`src/hw/rtl/hd44780_nibble_interface_ctrl_top_defines.svh`:
```
// assertion macros for the hd44780 nibble interface controller
`ifndef HD44780_NIBBLE_INTERFACE_CTRL_TOP_DEFINES_SVH
`define HD44780_NIBBLE_INTERFACE_CTRL_TOP_DEFINES_SVH

// same-cycle implication, checked outside reset
`define HNIC_ASSERT_NOW(label, clk, rst_n, ante, cons, msg) \
  label: assert property (@(posedge clk) disable iff (!rst_n) (ante) |-> (cons)) \
    else $error(msg);

// next-cycle implication, checked outside reset
`define HNIC_ASSERT_NEXT(label, clk, rst_n, ante, cons, msg) \
  label: assert property (@(posedge clk) disable iff (!rst_n) (ante) |=> (cons)) \
    else $error(msg);

`endif

```
`src/hw/rtl/hnic_pkg.sv`:
```
// shared types, codes and constants of the hd44780 nibble interface controller
package hnic_pkg;

  // request codes
  localparam logic [1:0] OP_TICK = 2'd0;
  localparam logic [1:0] OP_CMD  = 2'd1;
  localparam logic [1:0] OP_DATA = 2'd2;
  localparam logic [1:0] OP_CURS = 2'd3;

  // configuration register indexes
  localparam int unsigned CfgIdxW = 2;
  localparam logic [CfgIdxW-1:0] CFG_PWR_WAIT = 2'd0;
  localparam logic [CfgIdxW-1:0] CFG_GAP1     = 2'd1;
  localparam logic [CfgIdxW-1:0] CFG_GAP2     = 2'd2;
  localparam logic [CfgIdxW-1:0] CFG_PULSE    = 2'd3;
  localparam int unsigned CfgDataW = 16;

  // register reset values
  localparam logic [15:0] PWR_WAIT_RST = 16'd20000;
  localparam logic [15:0] GAP1_RST     = 16'd5000;
  localparam logic [15:0] GAP2_RST     = 16'd150;
  localparam logic [7:0]  PULSE_RST    = 8'd1;

  // init sequence bookkeeping
  localparam logic [3:0] IDX_FIRST_CMD = 4'd4;
  localparam logic [3:0] IDX_LAST_CMD  = 4'd7;
  localparam logic [3:0] IDX_DONE      = 4'd8;
  localparam logic [3:0] NIB_WAKE      = 4'h3;
  localparam logic [3:0] NIB_4BIT      = 4'h2;
  localparam logic [7:0] SET_DDRAM     = 8'h80;
  localparam logic [6:0] ROW1_BASE     = 7'h40;

  typedef struct packed {
    logic [1:0] op;
    logic [7:0] byte_in;
    logic       row;
    logic [5:0] col;
    logic [3:0] pins_in;
  } in_word_t;

  typedef struct packed {
    logic       rs_pin;
    logic       rw_pin;
    logic       en_pin;
    logic [3:0] data_out;
    logic       data_drive;
    logic       ready_res;
    logic       init_done;
  } out_word_t;

  // power-up command list: function set, display on, entry mode, clear
  function automatic logic [7:0] init_cmd(input logic [1:0] sel);
    logic [7:0] cmd;
    case (sel)
      2'd0:    cmd = 8'h28;
      2'd1:    cmd = 8'h0C;
      2'd2:    cmd = 8'h06;
      default: cmd = 8'h01;
    endcase
    return cmd;
  endfunction

endpackage

```
`src/hw/rtl/hd44780_nibble_interface_ctrl_top.sv`:
```
// hd44780 4-bit bus controller: one tick word in, one pin-level word out
//
//  port group   | dir | handshake                 | word
//  -------------+-----+---------------------------+------------------------
//  in_*         | in  | in_valid_i / in_stall_o   | tick and request
//  out_*        | out | out_valid_o / out_stall_i | pin levels and status
//  cfg_*        | in  | cfg_we_i (write only)     | timing register
//
//  one word per cycle while in_stall_o is low: the sequencer state steps on each
//  accepted word and its pin word is registered in the main or the skid entry
//  a two-entry output (main plus skid) lets a word enter while a result waits;
//  in_stall_o rises only once both entries are full
//  reset puts the sequencer in the power-up wait with the register defaults
`include "hd44780_nibble_interface_ctrl_top_defines.svh"

module hd44780_nibble_interface_ctrl_top (
  input  logic                           clk_i,
  input  logic                           rst_ni,
  input  logic                           in_valid_i,
  output logic                           in_stall_o,
  input  hnic_pkg::in_word_t             in_word_i,
  output logic                           out_valid_o,
  input  logic                           out_stall_i,
  output hnic_pkg::out_word_t            out_word_o,
  input  logic                           cfg_we_i,
  input  logic [hnic_pkg::CfgIdxW-1:0]   cfg_idx_i,
  input  logic [hnic_pkg::CfgDataW-1:0]  cfg_data_i
);

  typedef enum logic [3:0] {
    PH_PWR, PH_I_EH, PH_I_EL, PH_GAP,
    PH_B1_EH, PH_B1_EL, PH_B2_EH, PH_B2_EL,
    PH_H_EH, PH_H_EL, PH_L_EH, PH_L_EL, PH_IDLE
  } phase_e;

  // configuration registers
  logic [15:0] pwr_wait_q, gap1_q, gap2_q;
  logic [7:0]  pulse_q;

  always_ff @(posedge clk_i or negedge rst_ni) begin
    if (!rst_ni) begin
      pwr_wait_q <= hnic_pkg::PWR_WAIT_RST;
      gap1_q     <= hnic_pkg::GAP1_RST;
      gap2_q     <= hnic_pkg::GAP2_RST;
      pulse_q    <= hnic_pkg::PULSE_RST;
    end else if (cfg_we_i) begin
      case (cfg_idx_i)
        hnic_pkg::CFG_PWR_WAIT: pwr_wait_q <= cfg_data_i;
        hnic_pkg::CFG_GAP1:     gap1_q     <= cfg_data_i;
        hnic_pkg::CFG_GAP2:     gap2_q     <= cfg_data_i;
        hnic_pkg::CFG_PULSE:    pulse_q    <= cfg_data_i[7:0];
        default: ;
      endcase
    end
  end

  // sequencer state
  phase_e      phase_q, phase_d, phase_eff;
  logic [15:0] delay_q, delay_d, delay_eff;
  logic [7:0]  pend_byte_q, pend_byte_d, pend_byte_eff;
  logic        pend_rs_q, pend_rs_d, pend_rs_eff;
  logic [3:0]  init_idx_q, init_idx_d;
  logic        busy_q, busy_d;

  logic [15:0] phase_len;
  logic [3:0]  init_nib;
  logic [6:0]  curs_addr;
  hnic_pkg::out_word_t res;

  logic in_acc, out_take;
  assign in_acc   = in_valid_i && !in_stall_o;
  assign out_take = out_valid_o && !out_stall_i;

  // request pickup, pin levels and phase advance for one tick
  always_comb begin
    phase_eff     = phase_q;
    delay_eff     = delay_q;
    pend_byte_eff = pend_byte_q;
    pend_rs_eff   = pend_rs_q;
    curs_addr     = in_word_i.row ? (hnic_pkg::ROW1_BASE + {1'b0, in_word_i.col})
                                  : {1'b0, in_word_i.col};

    // a request is only taken while idle
    if (phase_q == PH_IDLE && in_word_i.op != hnic_pkg::OP_TICK) begin
      if (in_word_i.op == hnic_pkg::OP_CURS) begin
        pend_byte_eff = hnic_pkg::SET_DDRAM | {1'b0, curs_addr};
        pend_rs_eff   = 1'b0;
      end else begin
        pend_byte_eff = in_word_i.byte_in;
        pend_rs_eff   = (in_word_i.op == hnic_pkg::OP_DATA);
      end
      phase_eff = PH_B1_EH;
      delay_eff = '0;
    end

    init_nib = (init_idx_q < 4'd3) ? hnic_pkg::NIB_WAKE : hnic_pkg::NIB_4BIT;

    // pin levels of this tick
    res            = '0;
    res.data_drive = 1'b1;
    case (phase_eff)
      PH_PWR: ;
      PH_I_EH: begin
        res.en_pin   = 1'b1;
        res.data_out = init_nib;
      end
      PH_I_EL: res.data_out = init_nib;
      PH_GAP:  res.data_out = hnic_pkg::NIB_WAKE;
      PH_B1_EH, PH_B2_EH: begin
        res.rw_pin     = 1'b1;
        res.en_pin     = 1'b1;
        res.data_drive = 1'b0;
      end
      PH_B1_EL, PH_B2_EL: begin
        res.rw_pin     = 1'b1;
        res.data_drive = 1'b0;
      end
      PH_H_EH: begin
        res.rs_pin   = pend_rs_eff;
        res.en_pin   = 1'b1;
        res.data_out = pend_byte_eff[7:4];
      end
      PH_H_EL: begin
        res.rs_pin   = pend_rs_eff;
        res.data_out = pend_byte_eff[7:4];
      end
      PH_L_EH: begin
        res.rs_pin   = pend_rs_eff;
        res.en_pin   = 1'b1;
        res.data_out = pend_byte_eff[3:0];
      end
      default: begin
        res.rs_pin   = pend_rs_eff;
        res.data_out = pend_byte_eff[3:0];
      end
    endcase

    // length of the current phase
    case (phase_eff)
      PH_PWR:  phase_len = pwr_wait_q;
      PH_GAP:  phase_len = (init_idx_q == 4'd0) ? gap1_q : gap2_q;
      default: phase_len = {8'd0, pulse_q};
    endcase

    // phase advance once its length is reached
    phase_d     = phase_eff;
    delay_d     = delay_eff;
    pend_byte_d = pend_byte_eff;
    pend_rs_d   = pend_rs_eff;
    init_idx_d  = init_idx_q;
    busy_d      = busy_q;
    if (phase_eff != PH_IDLE) begin
      if ({1'b0, delay_eff} + 17'd1 >= {1'b0, phase_len}) begin
        delay_d = '0;
        case (phase_eff)
          PH_PWR: begin
            phase_d    = PH_I_EH;
            init_idx_d = '0;
          end
          PH_I_EH: phase_d = PH_I_EL;
          PH_I_EL: begin
            if (init_idx_q < 4'd2) begin
              phase_d = PH_GAP;
            end else if (init_idx_q == 4'd2) begin
              init_idx_d = 4'd3;
              phase_d    = PH_I_EH;
            end else begin
              init_idx_d  = hnic_pkg::IDX_FIRST_CMD;
              pend_byte_d = hnic_pkg::init_cmd(2'd0);
              pend_rs_d   = 1'b0;
              phase_d     = PH_B1_EH;
            end
          end
          PH_GAP: begin
            init_idx_d = init_idx_q + 4'd1;
            phase_d    = PH_I_EH;
          end
          PH_B1_EH: begin
            busy_d  = in_word_i.pins_in[3];
            phase_d = PH_B1_EL;
          end
          PH_B1_EL: phase_d = PH_B2_EH;
          PH_B2_EH: phase_d = PH_B2_EL;
          PH_B2_EL: phase_d = busy_q ? PH_B1_EH : PH_H_EH;
          PH_H_EH:  phase_d = PH_H_EL;
          PH_H_EL:  phase_d = PH_L_EH;
          PH_L_EH:  phase_d = PH_L_EL;
          PH_L_EL: begin
            if (init_idx_q >= hnic_pkg::IDX_FIRST_CMD &&
                init_idx_q < hnic_pkg::IDX_LAST_CMD) begin
              init_idx_d  = init_idx_q + 4'd1;
              pend_byte_d = hnic_pkg::init_cmd(init_idx_q[1:0] + 2'd1);
              pend_rs_d   = 1'b0;
              phase_d     = PH_B1_EH;
            end else begin
              if (init_idx_q == hnic_pkg::IDX_LAST_CMD) begin
                init_idx_d = hnic_pkg::IDX_DONE;
              end
              phase_d = PH_IDLE;
            end
          end
          default: phase_d = PH_IDLE;
        endcase
      end else begin
        delay_d = delay_eff + 16'd1;
      end
    end

    res.ready_res = (phase_d == PH_IDLE);
    res.init_done = (init_idx_d >= hnic_pkg::IDX_DONE);
  end

  // state steps on each accepted word
  always_ff @(posedge clk_i or negedge rst_ni) begin
    if (!rst_ni) begin
      phase_q     <= PH_PWR;
      delay_q     <= '0;
      pend_byte_q <= '0;
      pend_rs_q   <= 1'b0;
      init_idx_q  <= '0;
      busy_q      <= 1'b0;
    end else if (in_acc) begin
      phase_q     <= phase_d;
      delay_q     <= delay_d;
      pend_byte_q <= pend_byte_d;
      pend_rs_q   <= pend_rs_d;
      init_idx_q  <= init_idx_d;
      busy_q      <= busy_d;
    end
  end

  // output register with skid entry
  logic                main_valid_q, skid_valid_q;
  hnic_pkg::out_word_t main_q, skid_q;

  assign in_stall_o  = skid_valid_q;
  assign out_valid_o = main_valid_q;
  assign out_word_o  = main_q;

  always_ff @(posedge clk_i or negedge rst_ni) begin
    if (!rst_ni) begin
      main_valid_q <= 1'b0;
      skid_valid_q <= 1'b0;
    end else if (skid_valid_q) begin
      if (out_take) begin
        skid_valid_q <= 1'b0;
      end
    end else if (in_acc) begin
      if (main_valid_q && !out_take) begin
        skid_valid_q <= 1'b1;
      end else begin
        main_valid_q <= 1'b1;
      end
    end else if (out_take) begin
      main_valid_q <= 1'b0;
    end
  end

  // result words, no reset needed
  always_ff @(posedge clk_i) begin
    if (skid_valid_q) begin
      if (out_take) begin
        main_q <= skid_q;
      end
    end else if (in_acc) begin
      if (main_valid_q && !out_take) begin
        skid_q <= res;
      end else begin
        main_q <= res;
      end
    end
  end

  // checks
  `HNIC_ASSERT_NOW(a_skid_implies_main, clk_i, rst_ni,
    skid_valid_q, main_valid_q, "skid entry full while main entry empty")
  `HNIC_ASSERT_NEXT(a_fill_skid, clk_i, rst_ni,
    in_acc && main_valid_q && out_stall_i, skid_valid_q, "stalled result not kept in skid")
  `HNIC_ASSERT_NOW(a_idle_no_count, clk_i, rst_ni,
    phase_q == PH_IDLE, delay_q == 16'd0, "delay counter running while idle")
  `HNIC_ASSERT_NEXT(a_init_sticky, clk_i, rst_ni,
    init_idx_q == hnic_pkg::IDX_DONE, init_idx_q == hnic_pkg::IDX_DONE,
    "init done flag cleared")

endmodule
```
`config.mk`:
```
export PLATFORM = sky130hd
export DESIGN_NAME = hd44780_nibble_interface_ctrl_top
export DESIGN_NICKNAME = d
export VERILOG_FILES = /design/src/hw/rtl/hnic_pkg.sv /design/src/hw/rtl/hd44780_nibble_interface_ctrl_top.sv
export VERILOG_INCLUDE_DIRS = /design/src /design/src/hw/rtl
export SDC_FILE = /design/constraint.sdc
export NUM_CORES = 1
export LEC_CHECK = 0
export ABC_CLOCK_PERIOD_IN_PS = 8900
export BUFFER_PORTS_ARGS = -buffer_cell sky130_fd_sc_hd__buf_4
export CAP_MARGIN = 20
export CELL_PAD_IN_SITES_DETAIL_PLACEMENT = 1
export CELL_PAD_IN_SITES_GLOBAL_PLACEMENT = 1
export CORE_UTILIZATION = 50
export CTS_CLUSTER_SIZE = 28
export DETAILED_ROUTE_END_ITERATION = 10
export GPL_ROUTABILITY_DRIVEN = 0
export MAX_ROUTING_LAYER = met4
export PLACE_DENSITY = 0.92
export SETUP_SLACK_MARGIN = 0.3
export SYNTH_ARGS = -nofsm -noshare
export SYNTH_HDL_FRONTEND = slang
export SYNTH_SLANG_ARGS = --single-unit
```
`constraint.sdc`:
```
create_clock -name clk_i -period 8.9 [get_ports clk_i]
set_input_delay 1.335 -clock clk_i [delete_from_list [all_inputs] [get_ports clk_i]]
set_output_delay 1.335 -clock clk_i [all_outputs]
set_load 0.005 [all_outputs]
```
==> key figures <==
Worst setup path
  • Delay-heaviest family, CP: simple AND/OR/NAND/NOR gates
  • Reg2reg start: phase_q[2]
  • WP buf/inv: 2
  • CP arrival: 6090 ps
  • Crit path cell chain: buf_4, or2_1, nand2_1, and2_1, ha_1, nand2_1, a211oi_2, nand3_1, xor2_1, nor2_1, ha_1, a21o_1, a21oi_1, nand4_1, buf_4, and3_1, o31a_1
  • Critical path capture point type: flop
  • Crit path kind: in2reg
  • R2R Setup Slk: 3160 ps
  • FF-to-FF path depth: 15
  • Max FO, Critical Path: 24
  • Crit path required time: 9010 ps
  • Worst Setup Start Kind: primary input
  • CP peak stage delay: 620 ps
  • CP max-delay cell: nand2_1
  • Reg2reg end: out_word_o[0]

STA
  • Max Clk Rate: 0.167 GHz
  • Final Hold Fails: 0
  • Final Slew Violations: 0
  • Period utilisation layout: 0.672
  • Final min period: 5980 ps
  • Worst Max-Slew Pin Slew: 1120 ps
  • Setup_tns: 0 ps
  • Min Hold Slack: 508 ps
  • RSZ-0062 raised after global routing: false
  • Worst clock skew: 12.0 ps
  • Setup ws final: 2920 ps
  • Final setup viols: 0
  • Rel. slew slack: 0.253

Place
  • Pre-CTS WS: 2730 ps
  • I/O Buffers: 52
  • Detailed Place HPWL: 12.0 mm

Clock network
  • CTS Buffer Depth: 2
  • CTS Buf Count: 9
  • CTS clk-pin slew, worst paths: 70 ps
  • H-tree level count: 3
  • Post-CTS Setup Bufs: 0
  • CTS tree: done
  • CTS sink count: 112
  • CTS resizes: 0
  • Clock Latency Late Sink: 370 ps
  • Root buffer cell: clkbuf_16
  • CTS Hold Bufs: 0

Min path
  • Worst Hold Endpoint: gap1_q[1]
  • Hold/Removal Path Class: reg2reg
  • Hold depth: 1
  • Hold path start: gap1_q[1]

Route
  • DR pass1 iterations: 4
  • Detail Route met2 WL: 8.94 mm
  • Wirelength per Cell: 21.4 um
  • Routed Wire Length: 17.6 mm
  • Detail Route Antenna Nets: 0
  • Drt first-iter violations: 247
  • Drt drc: 0
  • Via density: 6.17
  • Vias: 5091
  • Max layer used: met4
  • M1 wire length: 7.42 mm
  • Met3 wire len: 859 um

Pwr
  • Power per cell area: 248 mW/mm2
  • Power, Total: 1770 uW
  • Static Leak: 0.00299 uW
  • Highest ir drop seen on vdd: 0.132 mV

Logic synthesis
  • Synth Area in Compound Gates: 0.149
  • Main combinational cell family by area after synthesis: compound AO/OA/AOI/OAI gates
  • Number of synthesized flops with an enable pin: 20
  • Mapped Area: 0.00640 mm2
  • Mapped Cells: 619
  • Yosys cell types: 66
  • Yosys warning count: 0
  • Synth Area in Simple Gates: 0.148
  • Adder-cell share of the synthesized area: 0.0430
  • Number of synthesized register bits: 112
  • Synth Area in XOR/XNOR: 0.0205
  • Synth Net Count: 685
  • Asr flop ratio synth: 0.821
  • Predominant post-synthesis flop cell: dfrtp_1
  • Post-synthesis mux area share: 0.144
  • Average cell area after synthesis: 10.3 um2
  • Post-synthesis sequential area ratio: 0.456

Final layout
  • # fillers: 1349
  • Layout Area Growth over Synthesis: 11.7%
  • Number of antenna diodes: 0
  • NumNets Final: 718
  • Share of cells above drive strength 1: 0.265

GRT
  • GR Util All Layers: 0.294
  • Initial antenna violation count: 0
  • Number of global-route vias before repair: 5552
  • Largest net degree at the start of global routing: 67
  • Gr ovfl total: 0
  • First-pass GRT wire length: 28.6 mm

Floorplanning
  • Die Area: 0.0133 mm2
  • Row count: 40
  • Die X-Extent: 115 um
  • Total core area: 0.0123 mm2
  • Starting density of the core: 0.522
  • Num ports: 56
  • Die Ht: 115 um

Flow run
  • Max_cap viols: 0

Status
  • Status: finished, final reports clean
[sequential cells by signal (all words and copies together) (netlist names), named ones only]
register	cells
pulse_q	8
pend_rs_q	1
init_idx_q	2
delay_q	16
busy_q	1
gap1_q	16
pend_byte_q	8
pwr_wait_q	16
phase_q	4
out_valid_o	1
gap2_q	16
out_word_o	10
in_stall_o	1
skid_q	10
[metrics by stage]
step / utilization / std cells / instance area [um2]
finish: 0.583 / 825 / 7150
detailed placement: 0.560 / 809 / 6860
CTS: 0.583 / 825 / 7150
global placement: 0.560 / 809 / 6860
global route: 0.583 / 825 / 7150
floorplan: - / 619 / 6400
[cell type report]
cell class              instances  area, um2  share of cell area
multi-input cells             455       3240               0.453
clock buffers                  10        239              0.0334
repair buffers                 58        435              0.0609
clock inverters                 6       46.3             0.00648
inverters                      16       60.1             0.00840
flip-flops and latches        112       2920               0.409
well taps                     168        210              0.0294
[synth_stat cells, drive strengths merged, types with 7 or more instances]
library cell	n	area share
clkbuf	13	0.0076
edfxtp	20	0.094
ha	22	0.043
o21ai	23	0.018
nand3	14	0.011
mux2i	8	0.013
nand4	8	0.0078
nor3	7	0.0055
buf	23	0.022
mux2	69	0.12
dfstp	15	0.062
nor2	33	0.020
and3	8	0.0078
dfrtp	77	0.30
inv	16	0.0094
a21oi	52	0.041
nand2	89	0.053
a221oi	9	0.013
o41ai	8	0.011
xor2	7	0.0096
xnor2	8	0.011
[where the power goes]
| group | leakage (uW) | switching (uW) | internal (uW) | total [uW] |
|---|---|---|---|---|
| registers | 0.00130 | 98.9 | 641 | 740 |
| clock network | 0.000145 | 205 | 202 | 407 |
| logic | 0.00155 | 362 | 265 | 626 |
[metal layers]
metal,track usage,vias to the layer above
met2,0.486,156
met1,0.350,2570
met5,-,-
met4,0.118,0
met3,0.0611,40
li1,-,2325
[how the worst max path moves through the flow]
stage                  startpoint            end  slack (ps)  cells after the start
floorplan           in_word_i[20]  out_word_o[0]        4240                     18
global placement    in_word_i[20]  out_word_o[0]        2850                     18
finish              in_word_i[20]  out_word_o[0]        2920                     17
global route        in_word_i[20]  out_word_o[0]        2670                     17
CTS                 in_word_i[20]  out_word_o[0]        3010                     17
detailed placement  in_word_i[20]  out_word_o[0]        2730                     17
[worst register-to-register path: cells and delay by family (launching register included)]
kind | cells | cell delay [ps]
simple gates | 7 | 2380
fa+ha+maj | 2 | 600
buf+inv | 1 | 500
flops | 1 | 850
compound gates | 4 | 950
xor+xnor | 1 | 200
[cell usage in the layout, fill, tap and decap left out, types with 8 or more instances in the layout]
master     synthesis  routed
and3_1             8       8
dfstp_2           15      15
dfrtp_1           77      77
edfxtp_1          20      20
nand2_1           88      88
mux2_2            68      68
ha_1              22      22
clkbuf_16          0       9
o21ai_0           23      23
nor2_1            32      31
nand4_1            8       8
xnor2_1            8       8
a221oi_1           8       8
a21oi_1           52      52
inv_1             16      16
o41ai_1            8       8
mux2i_1            8       8
nand3_1           14      14
buf_4              2      58
[logic make-up (layout without fill, tap and decap cells)]
family | after synthesis | count (layout)
adder cells (fa/ha/maj) | 22 | 22
XOR/XNOR | 15 | 15
flip-flops | 112 | 112
AND/OR/NAND/NOR | 194 | 194
multiplexers | 80 | 80
buffers and inverters | 52 | 90
AO/OA/AOI/OAI | 144 | 144
No activity file was read; power rests on OpenSTA's default activity.
